<file path="src/ppghb_pkg.sv">
// Shared types, constants and the FIR tap weights of the heart beat detector.
package ppghb_pkg;

  typedef enum logic [3:0] {
    S_IDLE,
    S_DC,
    S_LOAD,
    S_TAPS,
    S_DRAIN,
    S_DETECT,
    S_BPM,
    S_RING,
    S_SUM,
    S_AVG,
    S_DONE
  } state_t;

  localparam int LINE_DEPTH = 32;
  localparam int LINE_AW    = 5;

  // Read order over the delay line: even slots walk back from the newest
  // sample, odd slots walk forward from the oldest, the last slot is the center.
  localparam logic [4:0] TAP_LAST_READ = 5'd22;
  localparam logic [3:0] TAP_CENTER    = 4'd11;
  localparam logic [4:0] TAP_PAIR_OFS  = 5'd10;

  localparam int DC_SHIFT = 4;

  localparam logic signed [16:0] SWING_MIN = 17'sd20;
  localparam logic signed [16:0] SWING_MAX = 17'sd1000;

  localparam int          DIV_W   = 16;
  localparam logic [15:0] BPM_NUM = 16'd60000;
  localparam logic [15:0] BPM_MIN = 16'd20;
  localparam logic [15:0] BPM_MAX = 16'd255;

  function automatic logic [12:0] tap_weight(input logic [3:0] idx);
    logic [12:0] w;
    case (idx)
      4'd0:    w = 13'd172;
      4'd1:    w = 13'd321;
      4'd2:    w = 13'd579;
      4'd3:    w = 13'd927;
      4'd4:    w = 13'd1360;
      4'd5:    w = 13'd1858;
      4'd6:    w = 13'd2390;
      4'd7:    w = 13'd2916;
      4'd8:    w = 13'd3391;
      4'd9:    w = 13'd3768;
      4'd10:   w = 13'd4012;
      4'd11:   w = 13'd4096;
      default: w = 13'd0;
    endcase
    return w;
  endfunction

endpackage

</file>
<file path="src/ppg_heart_beat_detector_unit.sv">
// Top level of the optical heart beat detector: DC removal, FIR, beat logic, rate ring.
//
//  Channel  Direction  Ports                          Contents
//  in_      slave      in_tvalid/in_tready/in_tdata   sample [15:0], time_ms [47:16]
//  out_     master     out_tvalid/out_tready/out_tdata/out_tuser
//                                                     rate_bpm [15:0], average_bpm [23:16];
//                                                     tuser = beat
//
// One sample is taken per transfer, and one result transfer follows each sample.
// A new sample is taken only once the last one is through the sequencer; the FIR
// part of the work is the 23 reads of the delay line through the single read port
// of its RAM, feeding one shared multiplier. A beat adds a run of the radix-2 divider
// for 60000/interval, and a rate that enters the ring adds the ring sum and its mean.
// Reset is synchronous and active low; the delay line uses per-entry valid bits,
// so there is no clearing pass and samples are taken right after reset.
// A result waits in the output register while a new sample is already being
// worked on; the block stalls only in its last state if that register is still full.
module ppg_heart_beat_detector_unit
  import ppghb_pkg::*;
#(
  parameter int RATE_DEPTH = 4
) (
  input  logic        clk,
  input  logic        rst_n,
  input  logic        in_tvalid,
  output logic        in_tready,
  input  logic [47:0] in_tdata,   // sample [15:0], time_ms [47:16]
  output logic        out_tvalid,
  input  logic        out_tready,
  output logic [23:0] out_tdata,  // rate_bpm [15:0], average_bpm [23:16]
  output logic        out_tuser   // beat [0]
);

  // Ring index width and ring sum width follow from the ring depth.
  localparam int IDX_W = (RATE_DEPTH > 1) ? $clog2(RATE_DEPTH) : 1;
  localparam int SUM_W = 8 + $clog2(RATE_DEPTH);

  // The ring mean is a multiply by the rounded-up reciprocal of the depth. The shift
  // keeps enough fraction bits for the quotient to be exact over every possible sum.
  localparam int AVG_SHIFT = SUM_W + $clog2(RATE_DEPTH);
  localparam int AVG_RECIP = ((1 << AVG_SHIFT) + RATE_DEPTH - 1) / RATE_DEPTH;
  localparam int AVG_PW    = SUM_W + AVG_SHIFT + 1;

  // Sequencer state.
  state_t state_r, state_nxt;

  // Captured input item.
  logic [15:0] sample_r, sample_nxt;
  logic [31:0] time_r, time_nxt;

  // Leaky DC estimate with 15 fraction bits.
  logic [31:0] acc_r, acc_nxt;

  // Delay line control: write pointer and per-entry valid bits.
  logic [LINE_AW-1:0]    wp_r, wp_nxt;
  logic [LINE_DEPTH-1:0] vld_r, vld_nxt;

  // FIR read sequencer and its three-stage multiply-accumulate pipeline.
  logic [4:0]         tap_cnt_r, tap_cnt_nxt;
  logic               rd_vld_r, rd_vld_nxt;
  logic [4:0]         rd_idx_r, rd_idx_nxt;
  logic               rd_ok_r, rd_ok_nxt;
  logic signed [15:0] a_r, a_nxt;
  logic signed [15:0] pair_r, pair_nxt;
  logic [3:0]         pair_idx_r, pair_idx_nxt;
  logic               pair_vld_r, pair_vld_nxt;
  logic signed [29:0] prod_r, prod_nxt;
  logic               prod_vld_r, prod_vld_nxt;
  logic signed [31:0] z_r, z_nxt;

  // Zero-crossing tracker.
  logic signed [15:0] ac_r, ac_nxt;
  logic signed [15:0] peak_r, peak_nxt;
  logic signed [15:0] trough_r, trough_nxt;
  logic               rising_r, rising_nxt;
  logic               falling_r, falling_nxt;

  // Beat timing and held results.
  logic [31:0] last_time_r, last_time_nxt;
  logic [15:0] held_bpm_r, held_bpm_nxt;
  logic [7:0]  held_avg_r, held_avg_nxt;
  logic        beat_r, beat_nxt;

  // Rate ring and its sequential sum.
  logic [7:0]       ring_r [RATE_DEPTH];
  logic [7:0]       ring_nxt [RATE_DEPTH];
  logic [IDX_W-1:0] ring_idx_r, ring_idx_nxt;
  logic [IDX_W-1:0] sum_cnt_r, sum_cnt_nxt;
  logic [SUM_W-1:0] sum_r, sum_nxt;

  // Restoring divider.
  logic [31:0]      div_rem_r, div_rem_nxt;
  logic [DIV_W-1:0] div_dq_r, div_dq_nxt;
  logic [31:0]      div_den_r, div_den_nxt;
  logic [4:0]       div_cnt_r, div_cnt_nxt;

  // Output register.
  logic        out_tvalid_r, out_tvalid_nxt;
  logic        out_beat_r, out_beat_nxt;
  logic [15:0] out_bpm_r, out_bpm_nxt;
  logic [7:0]  out_avg_r, out_avg_nxt;

  // RAM port signals and decoded controls.
  logic               ram_we;
  logic [LINE_AW-1:0] ram_raddr;
  logic [15:0]        ram_wdata;
  logic [15:0]        ram_q;
  logic               out_load;

  // Combinational helpers.
  logic signed [32:0] dc_diff;
  logic signed [32:0] dc_step;
  logic [32:0]        dc_sum;
  logic [3:0]         tap_half;
  logic signed [15:0] rd_data;
  logic signed [15:0] ac_new;
  logic               cross_up;
  logic               cross_dn;
  logic signed [16:0] swing;
  logic               beat_det;
  logic [31:0]        delta;
  logic [32:0]        div_t;
  logic [32:0]        div_diff;
  logic               div_ge;
  logic               bpm_in_band;
  logic               sum_last;
  logic [SUM_W-1:0]   sum_add;
  logic [AVG_PW-1:0]  avg_prod;

  ppghb_ram #(
    .WIDTH (16),
    .DEPTH (LINE_DEPTH)
  ) u_line (
    .clk   (clk),
    .we    (ram_we),
    .waddr (wp_r),
    .wdata (ram_wdata),
    .raddr (ram_raddr),
    .rdata (ram_q)
  );

  // Arithmetic shared by the states.
  always_comb begin
    // The DC estimate moves one sixteenth of the way toward the sample, rounded down.
    dc_diff = $signed({2'b00, sample_r, 15'b0}) - $signed({1'b0, acc_r});
    dc_step = dc_diff >>> DC_SHIFT;
    dc_sum  = 33'($signed({1'b0, acc_r}) + dc_step);

    // Even read slots step back from the newest entry, odd ones forward from the oldest.
    tap_half = tap_cnt_r[4:1];
    if (tap_cnt_r[0]) begin
      ram_raddr = wp_r + TAP_PAIR_OFS + {1'b0, tap_half};
    end else begin
      ram_raddr = wp_r - {1'b0, tap_half};
    end

    // Entries never written read as zero.
    rd_data = rd_ok_r ? $signed(ram_q) : 16'sd0;

    // Filtered value is the tap sum shifted down by 15, wrapped to 16 bits.
    ac_new   = z_r[30:15];
    cross_up = ac_r[15] && !ac_new[15];
    cross_dn = (!ac_r[15] && (ac_r != 16'sd0)) && (ac_new[15] || (ac_new == 16'sd0));
    swing    = {peak_r[15], peak_r} - {trough_r[15], trough_r};
    beat_det = cross_up && (swing > SWING_MIN) && (swing < SWING_MAX);
    delta    = time_r - last_time_r;

    // One restoring divider step: shift in one dividend bit, subtract if it fits.
    div_t    = {div_rem_r, div_dq_r[DIV_W-1]};
    div_diff = div_t - {1'b0, div_den_r};
    div_ge   = (div_t >= {1'b0, div_den_r});

    bpm_in_band = (div_dq_r > BPM_MIN) && (div_dq_r < BPM_MAX);
    sum_last    = (sum_cnt_r == IDX_W'(RATE_DEPTH - 1));
    sum_add     = sum_r + SUM_W'(ring_r[sum_cnt_r]);
    avg_prod    = AVG_PW'(sum_r) * AVG_PW'(AVG_RECIP);
  end

  // Next-state logic.
  always_comb begin
    state_nxt = state_r;
    case (state_r)
      S_IDLE: begin
        if (in_tvalid) begin
          state_nxt = S_DC;
        end
      end
      S_DC:   state_nxt = S_LOAD;
      S_LOAD: state_nxt = S_TAPS;
      S_TAPS: begin
        if (tap_cnt_r == TAP_LAST_READ) begin
          state_nxt = S_DRAIN;
        end
      end
      S_DRAIN: begin
        if (!rd_vld_r && !pair_vld_r && !prod_vld_r) begin
          state_nxt = S_DETECT;
        end
      end
      S_DETECT: begin
        if (beat_det && (delta != 32'd0)) begin
          state_nxt = S_BPM;
        end else begin
          state_nxt = S_DONE;
        end
      end
      S_BPM: begin
        if (div_cnt_r == 5'd0) begin
          state_nxt = bpm_in_band ? S_RING : S_DONE;
        end
      end
      S_RING: state_nxt = S_SUM;
      S_SUM: begin
        if (sum_last) begin
          state_nxt = S_AVG;
        end
      end
      S_AVG:  state_nxt = S_DONE;
      S_DONE: begin
        if (!out_tvalid_r || out_tready) begin
          state_nxt = S_IDLE;
        end
      end
      default: state_nxt = S_IDLE;
    endcase
  end

  // Decoded controls of the sequencer.
  always_comb begin
    in_tready = (state_r == S_IDLE);
    ram_we    = (state_r == S_LOAD);
    ram_wdata = sample_r - acc_r[30:15];
    out_load  = (state_r == S_DONE) && (!out_tvalid_r || out_tready);
  end

  // Datapath next values.
  always_comb begin
    sample_nxt    = sample_r;
    time_nxt      = time_r;
    acc_nxt       = acc_r;
    wp_nxt        = wp_r;
    vld_nxt       = vld_r;
    tap_cnt_nxt   = tap_cnt_r;
    rd_vld_nxt    = (state_r == S_TAPS);
    rd_idx_nxt    = tap_cnt_r;
    rd_ok_nxt     = vld_r[ram_raddr];
    a_nxt         = a_r;
    pair_nxt      = pair_r;
    pair_idx_nxt  = pair_idx_r;
    pair_vld_nxt  = 1'b0;
    prod_nxt      = 30'(pair_r) * 30'($signed({1'b0, tap_weight(pair_idx_r)}));
    prod_vld_nxt  = pair_vld_r;
    z_nxt         = z_r;
    ac_nxt        = ac_r;
    peak_nxt      = peak_r;
    trough_nxt    = trough_r;
    rising_nxt    = rising_r;
    falling_nxt   = falling_r;
    last_time_nxt = last_time_r;
    held_bpm_nxt  = held_bpm_r;
    held_avg_nxt  = held_avg_r;
    beat_nxt      = beat_r;
    ring_nxt      = ring_r;
    ring_idx_nxt  = ring_idx_r;
    sum_cnt_nxt   = sum_cnt_r;
    sum_nxt       = sum_r;
    div_rem_nxt   = div_rem_r;
    div_dq_nxt    = div_dq_r;
    div_den_nxt   = div_den_r;
    div_cnt_nxt   = div_cnt_r;

    // Pipeline stage one pairs the symmetric taps; the center tap stands alone.
    if (rd_vld_r) begin
      if (rd_idx_r[0]) begin
        pair_nxt     = a_r + rd_data;
        pair_idx_nxt = rd_idx_r[4:1];
        pair_vld_nxt = 1'b1;
      end else if (rd_idx_r == TAP_LAST_READ) begin
        pair_nxt     = rd_data;
        pair_idx_nxt = TAP_CENTER;
        pair_vld_nxt = 1'b1;
      end else begin
        a_nxt = rd_data;
      end
    end

    // Pipeline stage three accumulates the weighted pair.
    if (prod_vld_r) begin
      z_nxt = z_r + 32'(prod_r);
    end

    case (state_r)
      S_IDLE: begin
        if (in_tvalid) begin
          sample_nxt = in_tdata[15:0];
          time_nxt   = in_tdata[47:16];
        end
      end
      S_DC: begin
        acc_nxt  = dc_sum[31:0];
        beat_nxt = 1'b0;
      end
      S_LOAD: begin
        vld_nxt[wp_r] = 1'b1;
        tap_cnt_nxt   = 5'd0;
        z_nxt         = 32'sd0;
      end
      S_TAPS: begin
        tap_cnt_nxt = tap_cnt_r + 5'd1;
      end
      S_DETECT: begin
        ac_nxt = ac_new;
        wp_nxt = wp_r + 5'd1;
        if (cross_up) begin
          rising_nxt  = 1'b1;
          falling_nxt = 1'b0;
        end else if (cross_dn) begin
          rising_nxt  = 1'b0;
          falling_nxt = 1'b1;
        end
        if (cross_up) begin
          peak_nxt = 16'sd0;
        end
        if (cross_dn) begin
          trough_nxt = 16'sd0;
        end
        if ((cross_up || (rising_r && !cross_dn)) && (ac_new > ac_r)) begin
          peak_nxt = ac_new;
        end
        if ((cross_dn || (falling_r && !cross_up)) && (ac_new < ac_r)) begin
          trough_nxt = ac_new;
        end
        if (beat_det) begin
          last_time_nxt = time_r;
          if (delta != 32'd0) begin
            beat_nxt    = 1'b1;
            div_rem_nxt = 32'd0;
            div_dq_nxt  = BPM_NUM;
            div_den_nxt = delta;
            div_cnt_nxt = 5'(DIV_W);
          end
        end
      end
      S_BPM: begin
        if (div_cnt_r != 5'd0) begin
          div_rem_nxt = div_ge ? div_diff[31:0] : div_t[31:0];
          div_dq_nxt  = {div_dq_r[DIV_W-2:0], div_ge};
          div_cnt_nxt = div_cnt_r - 5'd1;
        end else begin
          held_bpm_nxt = div_dq_r;
        end
      end
      S_RING: begin
        ring_nxt[ring_idx_r] = held_bpm_r[7:0];
        if (ring_idx_r == IDX_W'(RATE_DEPTH - 1)) begin
          ring_idx_nxt = '0;
        end else begin
          ring_idx_nxt = ring_idx_r + IDX_W'(1);
        end
        sum_nxt     = '0;
        sum_cnt_nxt = '0;
      end
      S_SUM: begin
        sum_nxt = sum_add;
        if (!sum_last) begin
          sum_cnt_nxt = sum_cnt_r + IDX_W'(1);
        end
      end
      S_AVG: begin
        held_avg_nxt = avg_prod[AVG_SHIFT +: 8];
      end
      default: begin
      end
    endcase
  end

  // Output register next values.
  always_comb begin
    out_tvalid_nxt = out_tvalid_r && !out_tready;
    out_beat_nxt   = out_beat_r;
    out_bpm_nxt    = out_bpm_r;
    out_avg_nxt    = out_avg_r;
    if (out_load) begin
      out_tvalid_nxt = 1'b1;
      out_beat_nxt   = beat_r;
      out_bpm_nxt    = held_bpm_r;
      out_avg_nxt    = held_avg_r;
    end
  end

  // State registers with reset.
  always_ff @(posedge clk) begin
    if (!rst_n) begin
      state_r      <= S_IDLE;
      acc_r        <= 32'd0;
      wp_r         <= '0;
      vld_r        <= '0;
      rd_vld_r     <= 1'b0;
      pair_vld_r   <= 1'b0;
      prod_vld_r   <= 1'b0;
      ac_r         <= 16'sd0;
      peak_r       <= 16'sd0;
      trough_r     <= 16'sd0;
      rising_r     <= 1'b0;
      falling_r    <= 1'b0;
      last_time_r  <= 32'd0;
      held_bpm_r   <= 16'd0;
      held_avg_r   <= 8'd0;
      beat_r       <= 1'b0;
      ring_idx_r   <= '0;
      div_cnt_r    <= 5'd0;
      out_tvalid_r <= 1'b0;
      for (int i = 0; i < RATE_DEPTH; i++) begin
        ring_r[i] <= 8'd0;
      end
    end else begin
      state_r      <= state_nxt;
      acc_r        <= acc_nxt;
      wp_r         <= wp_nxt;
      vld_r        <= vld_nxt;
      rd_vld_r     <= rd_vld_nxt;
      pair_vld_r   <= pair_vld_nxt;
      prod_vld_r   <= prod_vld_nxt;
      ac_r         <= ac_nxt;
      peak_r       <= peak_nxt;
      trough_r     <= trough_nxt;
      rising_r     <= rising_nxt;
      falling_r    <= falling_nxt;
      last_time_r  <= last_time_nxt;
      held_bpm_r   <= held_bpm_nxt;
      held_avg_r   <= held_avg_nxt;
      beat_r       <= beat_nxt;
      ring_idx_r   <= ring_idx_nxt;
      div_cnt_r    <= div_cnt_nxt;
      out_tvalid_r <= out_tvalid_nxt;
      ring_r       <= ring_nxt;
    end
  end

  // Payload registers.
  always_ff @(posedge clk) begin
    sample_r   <= sample_nxt;
    time_r     <= time_nxt;
    tap_cnt_r  <= tap_cnt_nxt;
    rd_idx_r   <= rd_idx_nxt;
    rd_ok_r    <= rd_ok_nxt;
    a_r        <= a_nxt;
    pair_r     <= pair_nxt;
    pair_idx_r <= pair_idx_nxt;
    prod_r     <= prod_nxt;
    z_r        <= z_nxt;
    sum_cnt_r  <= sum_cnt_nxt;
    sum_r      <= sum_nxt;
    div_rem_r  <= div_rem_nxt;
    div_dq_r   <= div_dq_nxt;
    div_den_r  <= div_den_nxt;
    out_beat_r <= out_beat_nxt;
    out_bpm_r  <= out_bpm_nxt;
    out_avg_r  <= out_avg_nxt;
  end

  assign out_tvalid = out_tvalid_r;
  assign out_tdata  = {out_avg_r, out_bpm_r};
  assign out_tuser  = out_beat_r;

`ifndef SYNTHESIS
  // A new result is only loaded from the final state of the sequencer.
  a_out_from_done: assert property (@(posedge clk) disable iff (!rst_n)
    $rose(out_tvalid_r) |-> $past(state_r) == S_DONE)
    else $error("result loaded outside the final state");

  // The ring write index stays inside the ring.
  a_ring_idx: assert property (@(posedge clk) disable iff (!rst_n)
    ring_idx_r <= IDX_W'(RATE_DEPTH - 1))
    else $error("ring index out of range");

  // The FIR pipeline is empty whenever a sample is being taken.
  a_pipe_idle: assert property (@(posedge clk) disable iff (!rst_n)
    state_r == S_IDLE |-> !rd_vld_r && !pair_vld_r && !prod_vld_r)
    else $error("FIR pipeline busy while idle");

  // A reported mean never exceeds the largest rate the ring accepts.
  a_avg_range: assert property (@(posedge clk) disable iff (!rst_n)
    out_tvalid_r |-> out_avg_r != 8'd255)
    else $error("average out of range");

  // The divider never runs longer than its dividend width.
  a_div_cnt: assert property (@(posedge clk) disable iff (!rst_n)
    div_cnt_r <= 5'(DIV_W))
    else $error("divider step count out of range");
`endif

endmodule

</file>
<file path="src/ppghb_ram.sv">
// Generic single-write, single-read RAM with registered read data.
module ppghb_ram #(
  parameter int WIDTH = 16,
  parameter int DEPTH = 32
) (
  input  logic                     clk,
  input  logic                     we,
  input  logic [$clog2(DEPTH)-1:0] waddr,
  input  logic [WIDTH-1:0]         wdata,
  input  logic [$clog2(DEPTH)-1:0] raddr,
  output logic [WIDTH-1:0]         rdata
);

  logic [WIDTH-1:0] mem [DEPTH];
  logic [WIDTH-1:0] rdata_r;

  always_ff @(posedge clk) begin
    if (we) begin
      mem[waddr] <= wdata;
    end
    rdata_r <= mem[raddr];
  end

  assign rdata = rdata_r;

endmodule

</file>
<file path="config.mk">
export PLATFORM = sky130hd
export DESIGN_NAME = ppg_heart_beat_detector_unit
export DESIGN_NICKNAME = d
export VERILOG_FILES = /design/src/ppghb_pkg.sv /design/src/ppg_heart_beat_detector_unit.sv /design/src/ppghb_ram.sv
export SDC_FILE = /design/constraint.sdc
export NUM_CORES = 2
export LEC_CHECK = 0
export BUFFER_PORTS_ARGS = -buffer_cell sky130_fd_sc_hd__buf_4
export CORE_MARGIN = 2
export CORE_UTILIZATION = 60
export CTS_BUF_LIST = sky130_fd_sc_hd__clkbuf_4 sky130_fd_sc_hd__clkbuf_8 sky130_fd_sc_hd__clkbuf_16
export DETAILED_ROUTE_END_ITERATION = 6
export GPL_ROUTABILITY_DRIVEN = 0
export GPL_TIMING_DRIVEN = 1
export PLACE_DENSITY = 0.76
export SYNTH_ARGS = -nofsm -noshare
export SYNTH_HDL_FRONTEND = slang
export SYNTH_HIERARCHICAL = 1
export SYNTH_SLANG_ARGS = --single-unit
</file>
<file path="constraint.sdc">
create_clock -name clk -period 10.3 [get_ports clk]
set_clock_uncertainty 0.15 [all_clocks]
set_input_delay 0.515 -clock clk [delete_from_list [all_inputs] [get_ports clk]]
set_output_delay 0.515 -clock clk [all_outputs]
set_load 0.1 [all_outputs]
</file>
Yosys cells after proc, flatten, opt, wreduce, memory -nomap -nowiden. Memory sizes are Yosys's and may differ from the RTL's. A register that Yosys moved wholly into a read port is not among the register bits. Cells that the tools add are included.

Word-level logic and storage cells: 222. ROM bits: 208. Output and inout bits: 27. Register bits after elaboration: 497. Memory bits (writable): 512. Bits in latches: 0. Memories: 2. Input port bits: 52.

Memories: u_line.mem (words 32, width 16, rd ports 1, clocked after Yosys merged registers in 1, wr ports 1, RTL line ppghb_ram.sv:14) `logic [WIDTH-1:0] mem [DEPTH];`; (name not given) (words 16, width 13, rd ports 1, clocked after Yosys merged registers in 1, wr ports 0, RTL line ppghb_pkg.sv:39) `case (idx)`.

Shifts and indexed selects: 0. $add $sub $neg: 17. Order comparisons: 13. Equality and inequality tests: 24. Reduce and logical (&&, ||, !) cells: 58. Mux-type cells: 60. Multiply operators: 1. Bitwise logic cells: 6. Div/mod/pow operators: 0.

Operator list (number): 2-to-1 mux 16 bit (10); 2-to-1 mux 32 bit (4); one-hot mux 32 bit (2 select lines) (1); subtractor 32 bit (2); 2-to-1 mux 4 bit (11); one-hot mux 4 bit (11 select lines) (1); >= comparator 33 x 32 -> 1 bit (1); subtractor 31 x 32 -> 33 bit (1); adder 32 x 29 -> 32 bit (1); adder 32 x 30 -> 32 bit (1); bitwise mux 32 bit (1); bitwise OR 32 bit (1); one-hot mux 16 bit (2 select lines) (1); nonzero test 32 bit (1); multiplier 16 x 14 -> 30 bit (1); 2-to-1 mux 8 bit (3); 2-to-1 mux 5 bit (4); one-hot mux 10 bit (2 select lines) (1); one-hot mux 5 bit (2 select lines) (2); inequality test 2 bit (second input constant) (9); AND reduction 2 bit (9); greater-than comparator 17 x 6 -> 1 bit (second input constant) (1); logical AND 1 bit (17); less-than comparator 17 x 11 -> 1 bit (second input constant) (1); other kinds (46) (94).

Depth between registers and ports, before layout.
Depth after elaboration: 9. Mapped depth: 25. Gate-level depth less buffers: 24.

Cells and area by module. The synthesis kept the hierarchy.

Modules (own cells, without submodules): ppg_heart_beat_detector_unit (instances 1, seq. area each 12251.8 um^2, area an instance 37115.6 um^2, cells an instance 4040); ppghb_ram (instances 1, seq. area each 15695.1 um^2, area an instance 20534.7 um^2, cells an instance 1143).

Worst setup path before layout. Ideal clock, no wire load.

Path kind: register -> register. Start point: reg pair_r[11]. End point: reg prod_r[28]. Buffers on the path: 1. Setup time: 72 ps. Cell stages (with the launch flop): 24. Slack: 3694 ps. Data required time: 10078 ps. Clock period less this slack: 6606 ps. Arrival time: 6384 ps. Cell sequence: edfxtp_1 -> clkbuf_1 -> and2_1 -> fa_1 -> inv_1 -> fa_1 -> inv_1 -> fa_1 -> fa_1 -> fa_1 -> inv_1 -> fa_1 -> inv_1 -> ha_1 -> a21o_1 -> or4_1 -> a211oi_1 -> a211oi_1 -> a221o_1 -> and2_1 -> a2111oi_0 -> o21bai_1 -> a21oi_1 -> xnor2_1.

Longest elaborated chain between the ends: 1.

RTL lines: from (decl) (RTL line ppg_heart_beat_detector_unit.sv:64) `logic signed [15:0] pair_r, pair_nxt;`; from (signal assigned) (RTL line ppg_heart_beat_detector_unit.sv:448) `pair_r <= pair_nxt;`; multiplier 16 x 14 -> 30 bit (RTL line ppg_heart_beat_detector_unit.sv:251) `prod_nxt = 30'(pair_r) * 30'($signed({1'b0, tap_weight(pair_idx_r)}));`; net prod_nxt[28] (RTL line ppg_heart_beat_detector_unit.sv:67) `logic signed [29:0] prod_r, prod_nxt;`; to (signal assigned) (RTL line ppg_heart_beat_detector_unit.sv:450) `prod_r <= prod_nxt;`; to (decl) (RTL line ppg_heart_beat_detector_unit.sv:67).

The timed path passes the listed nets, and every way through them passes these cells. A chain may end at the register's enable or synchronous reset.

Worst setup path in the final report.
Start point: reg pair_r[8]. End point: reg prod_r[29].

Same word-level chain as after synthesis.

==> impl_metrics.csv <==
group,metric,value,unit
run_status,outcome,"finished, final reports clean",
routing,detail_route.wl_per_cell,19.3,um
power_and_ir_drop,cell_internal_pwr,9.16,mW
routing,detail_route.vias_per_cell,5.91,
clocking,htreeDepth,3,
synth,mappedNetlistArea,57700,um2
routing,ant_nets,0,
synth,mappedNetlistNets,5743,
synth,ys_async_rst_share,0,%
sta,worst-slew-pin-transition,1.21,ns
cells_and_area,nets,5844,
setup_path,worst_ep_arrival_time,7.62,ns
place,count_of_input_and_output_buffers,78,
floorplanning,dieArea,98600,um2
synth,synth.top_cell.area_share,37.4,%
routing,drc,0,
floorplanning,placeableCoreArea,95200,um2
sta,fin_tns_setup,0,ns
power_and_ir_drop,clock_network_power_share,28.2,%
synth,synth-warning-count,6,
sta,finalSetupViolCount,0,
sta,slew_headroom,19.5,%
synth,synth_enable_flop_cells,718,
setup_path,crit_path_start,"pair_r[8]$_DFFE_PP_",
power_and_ir_drop,ir_worst_vdd,0.276,mV
cells_and_area,layout.cells.most_common,"sky130_fd_sc_hd__edfxtp_1",
cells_and_area,antenna-diode-count,0,
setup_path,critPathMaxFanout,13,
hold_path,timing.hold.worst.class,"input pin to flop",
setup_path,kind_of_capture_point_of_the_worst_setup_path,"flop",
floorplanning,floorplan.initialDensity,60.6,%
cells_and_area,final_cell_mix,"718 x sky130_fd_sc_hd__edfxtp_1, 456 x sky130_fd_sc_hd__inv_1, 444 x sky130_fd_sc_hd__nand2_1, 351 x sky130_fd_sc_hd__a21oi_1, 326 x sky130_fd_sc_hd__mux2i_1",
cells_and_area,post_route_cells_drive_above_1_share,8.32,%
power_and_ir_drop,static-leakage-power,25.2,nW
global_route,grt_overflow_total,0,
synth,ys_seq_area_share,48.5,%
synth,dominant_cells_by_area_after_synthesis,"sky130_fd_sc_hd__edfxtp_1 37%, sky130_fd_sc_hd__dfxtp_1 11%, sky130_fd_sc_hd__fa_1 7.4%, sky130_fd_sc_hd__ha_1 6.4%, sky130_fd_sc_hd__mux2i_1 5.7%",
setup_path,worst_r2r_start,"pair_r[8]$_DFFE_PP_",
synth,synth_area_per_cell,11.1,um2
routing,drt_pre_antenna_iters,5,
global_route,grtUsageTotal,26.0,%
synth,netlist-cell-type-count,98,
synth,netlist_instances,5183,
synth,synth_top_area_cell,"sky130_fd_sc_hd__edfxtp_1",
sta,drv_slew,0,
cells_and_area,syn2layout_area_growth,10.3,%
clocking,cts_bufs_inserted,105,
clocking,cts_setup_buffers,0,
global_route,grt_start_max_net_pins,111,
synth,dominantRegCellSynth,"sky130_fd_sc_hd__edfxtp_1",
clocking,numClockSinks,1037,
routing,postRouteWirelength,128000,um
sta,timing.final.crit_share,69.6,%
setup_path,worstPathRequired,10.75,ns
power_and_ir_drop,power.share.switching,33.3,%
routing,dr_total_vias,39248,
clocking,cts_tree,"done",
clocking,worst_skew_pair.late_latency,0.70,ns
setup_path,critical_path.startpoint_type,"flop",
power_and_ir_drop,p_sw,4.57,mW
sta,finalHoldViolCount,0,
global_route,grt_pass1_wl,205000,um
sta,finalCriticalPeriod,7.17,ns
floorplanning,die-width,314,um
synth,synth_seq_cells,1037,
power_and_ir_drop,power.density_cell_area,216,nW/um2
sta,max_clk_rate,0.140,GHz
floorplanning,floorplan.rows,113,
power_and_ir_drop,power.sequential.fraction,39.5,%
clocking,clock_tree.buffer_depth,3,
hold_path,start_point_of_the_worst_min_delay_path,"rst_n",
power_and_ir_drop,power.share.combinational,32.3,%
clocking,worst_setup_hold_path_clk_slew,0.06,ns
global_route,grt_antenna_before_repair,2,
routing,drt_iter0_drc,3070,
place,detailedPlacementHpwl,85600,um
floorplanning,top_level_pins,79,
flow_run,cap_violations,0,
cells_and_area,fin_util,66.8,%
setup_path,type_of_the_worst_setup_path,"flop to flop",
floorplanning,die_h,314,um
global_route,number_of_global_route_vias_before_repair,38940,
sta,rsz0062_at_grt,"false",
clocking,clock_tree.root_cell,"sky130_fd_sc_hd__clkbuf_16",
## registers in the layout (all words and copies together) (netlist names), 30 cells and up, named ones only
name,cells
last_time_r,32
prod_r,30
div_den_r,32
vld_r,32
ring_r,32
u_line/mem,512
div_rem_r,32
time_r,32
acc_r,32
z_r,31
## logic make-up after synthesis
group | count (synthesis) | synth area share (%)
multiplexers | 356 | 6.56
adder cells (fa/ha/maj) | 508 | 13.8
AO/OA/AOI/OAI | 1003 | 11.5
XOR/XNOR | 207 | 3.14
buffers and inverters | 674 | 4.94
AND/OR/NAND/NOR | 1398 | 11.6
flip-flops | 1037 | 48.5
## power by group through the flow
stage               Sequential [mW]  Clock [mW]  Combinational, mW
global placement               5.50           0               4.26
detailed placement             5.50           0               4.37
floorplan                      5.46           0               3.25
CTS                            5.42        3.93               4.42
finish                         5.42        3.87               4.43
global route                   5.44        4.09               4.93
## critical path, cell delays in order, from the launching register on
cell and delay, ns:
sky130_fd_sc_hd__edfxtp_1 0.61, sky130_fd_sc_hd__and2_1 0.28, sky130_fd_sc_hd__fa_1 0.54, sky130_fd_sc_hd__inv_1 0.06
sky130_fd_sc_hd__fa_1 0.52, sky130_fd_sc_hd__inv_1 0.05, sky130_fd_sc_hd__fa_1 0.51, sky130_fd_sc_hd__fa_1 0.44
sky130_fd_sc_hd__fa_1 0.55, sky130_fd_sc_hd__inv_1 0.05, sky130_fd_sc_hd__fa_1 0.52, sky130_fd_sc_hd__inv_1 0.04
sky130_fd_sc_hd__ha_1 0.34, sky130_fd_sc_hd__a21oi_1 0.16, sky130_fd_sc_hd__o21ai_0 0.16, sky130_fd_sc_hd__a31oi_1 0.20
sky130_fd_sc_hd__o41ai_1 0.16, sky130_fd_sc_hd__a221o_1 0.38, sky130_fd_sc_hd__a41o_1 0.29, sky130_fd_sc_hd__a221oi_1 0.50
sky130_fd_sc_hd__o2111ai_1 0.20, sky130_fd_sc_hd__a21oi_1 0.22, sky130_fd_sc_hd__xnor2_1 0.14
## timing repair
item | CTS | global route
setup endpoints to repair | 0 | 0
hold buffers | 49 | 0
gates resized for setup | 0 | 0
hold endpoints to repair | 49 | 0
## per-stage QoR
step	total power, mW	cell area (um2)	std cells	worst slack [ns]	hold WS (ns)
after floorplan	8.71	57700	5183	3.69	0.220
after global placement	9.76	59500	6393	3.24	0.264
after detailed placement	9.87	59500	6393	3.13	0.266
after CTS	13.8	63600	6640	3.11	0.0713
after global routing	14.5	63600	6640	2.74	0.112
final	13.7	63600	6640	3.13	0.114
## metal layers
layer	global-route usage (%)	part of all wire [%]
met1	33.9	42
met2	44.5	49
met3	3.71	5.7
met4	9.30	3.3
met5	0	0.021
## cell type report
class | instances | area, um2
fillers | 7025 | 31600
flip-flops and latches | 1037 | 27900
multi-input cells | 3472 | 27000
clock buffers | 148 | 3150
inverters | 460 | 1740
repair buffers | 208 | 1700
well taps | 1265 | 1580
clock inverters | 50 | 458
## synthesized netlist by cell type (all sizes together), types with 77 or more instances
cell type	number
edfxtp	718
inv	460
nand2	445
a21oi	353
mux2i	326
nor2	324
dfxtp	319
ha	296
fa	212
and2	147
xnor2	146
clkbuf	145
nand3	134
o21ai	115
a21o	111
nor3	77
## path summary, 6_finish.rpt
path | slack [ns] | to | cells after the start
max reg2reg | 3.13 | prod_r[29]$_DFF_P_ | 22
min | 0.11 | state_r[2]$_SDFFE_PN0P_ | 3
max | 3.13 | prod_r[29]$_DFF_P_ | 22
min reg2reg | 0.28 | rd_idx_r[4]$_DFF_P_ | 0
Power figures use the tool's default switching activity.
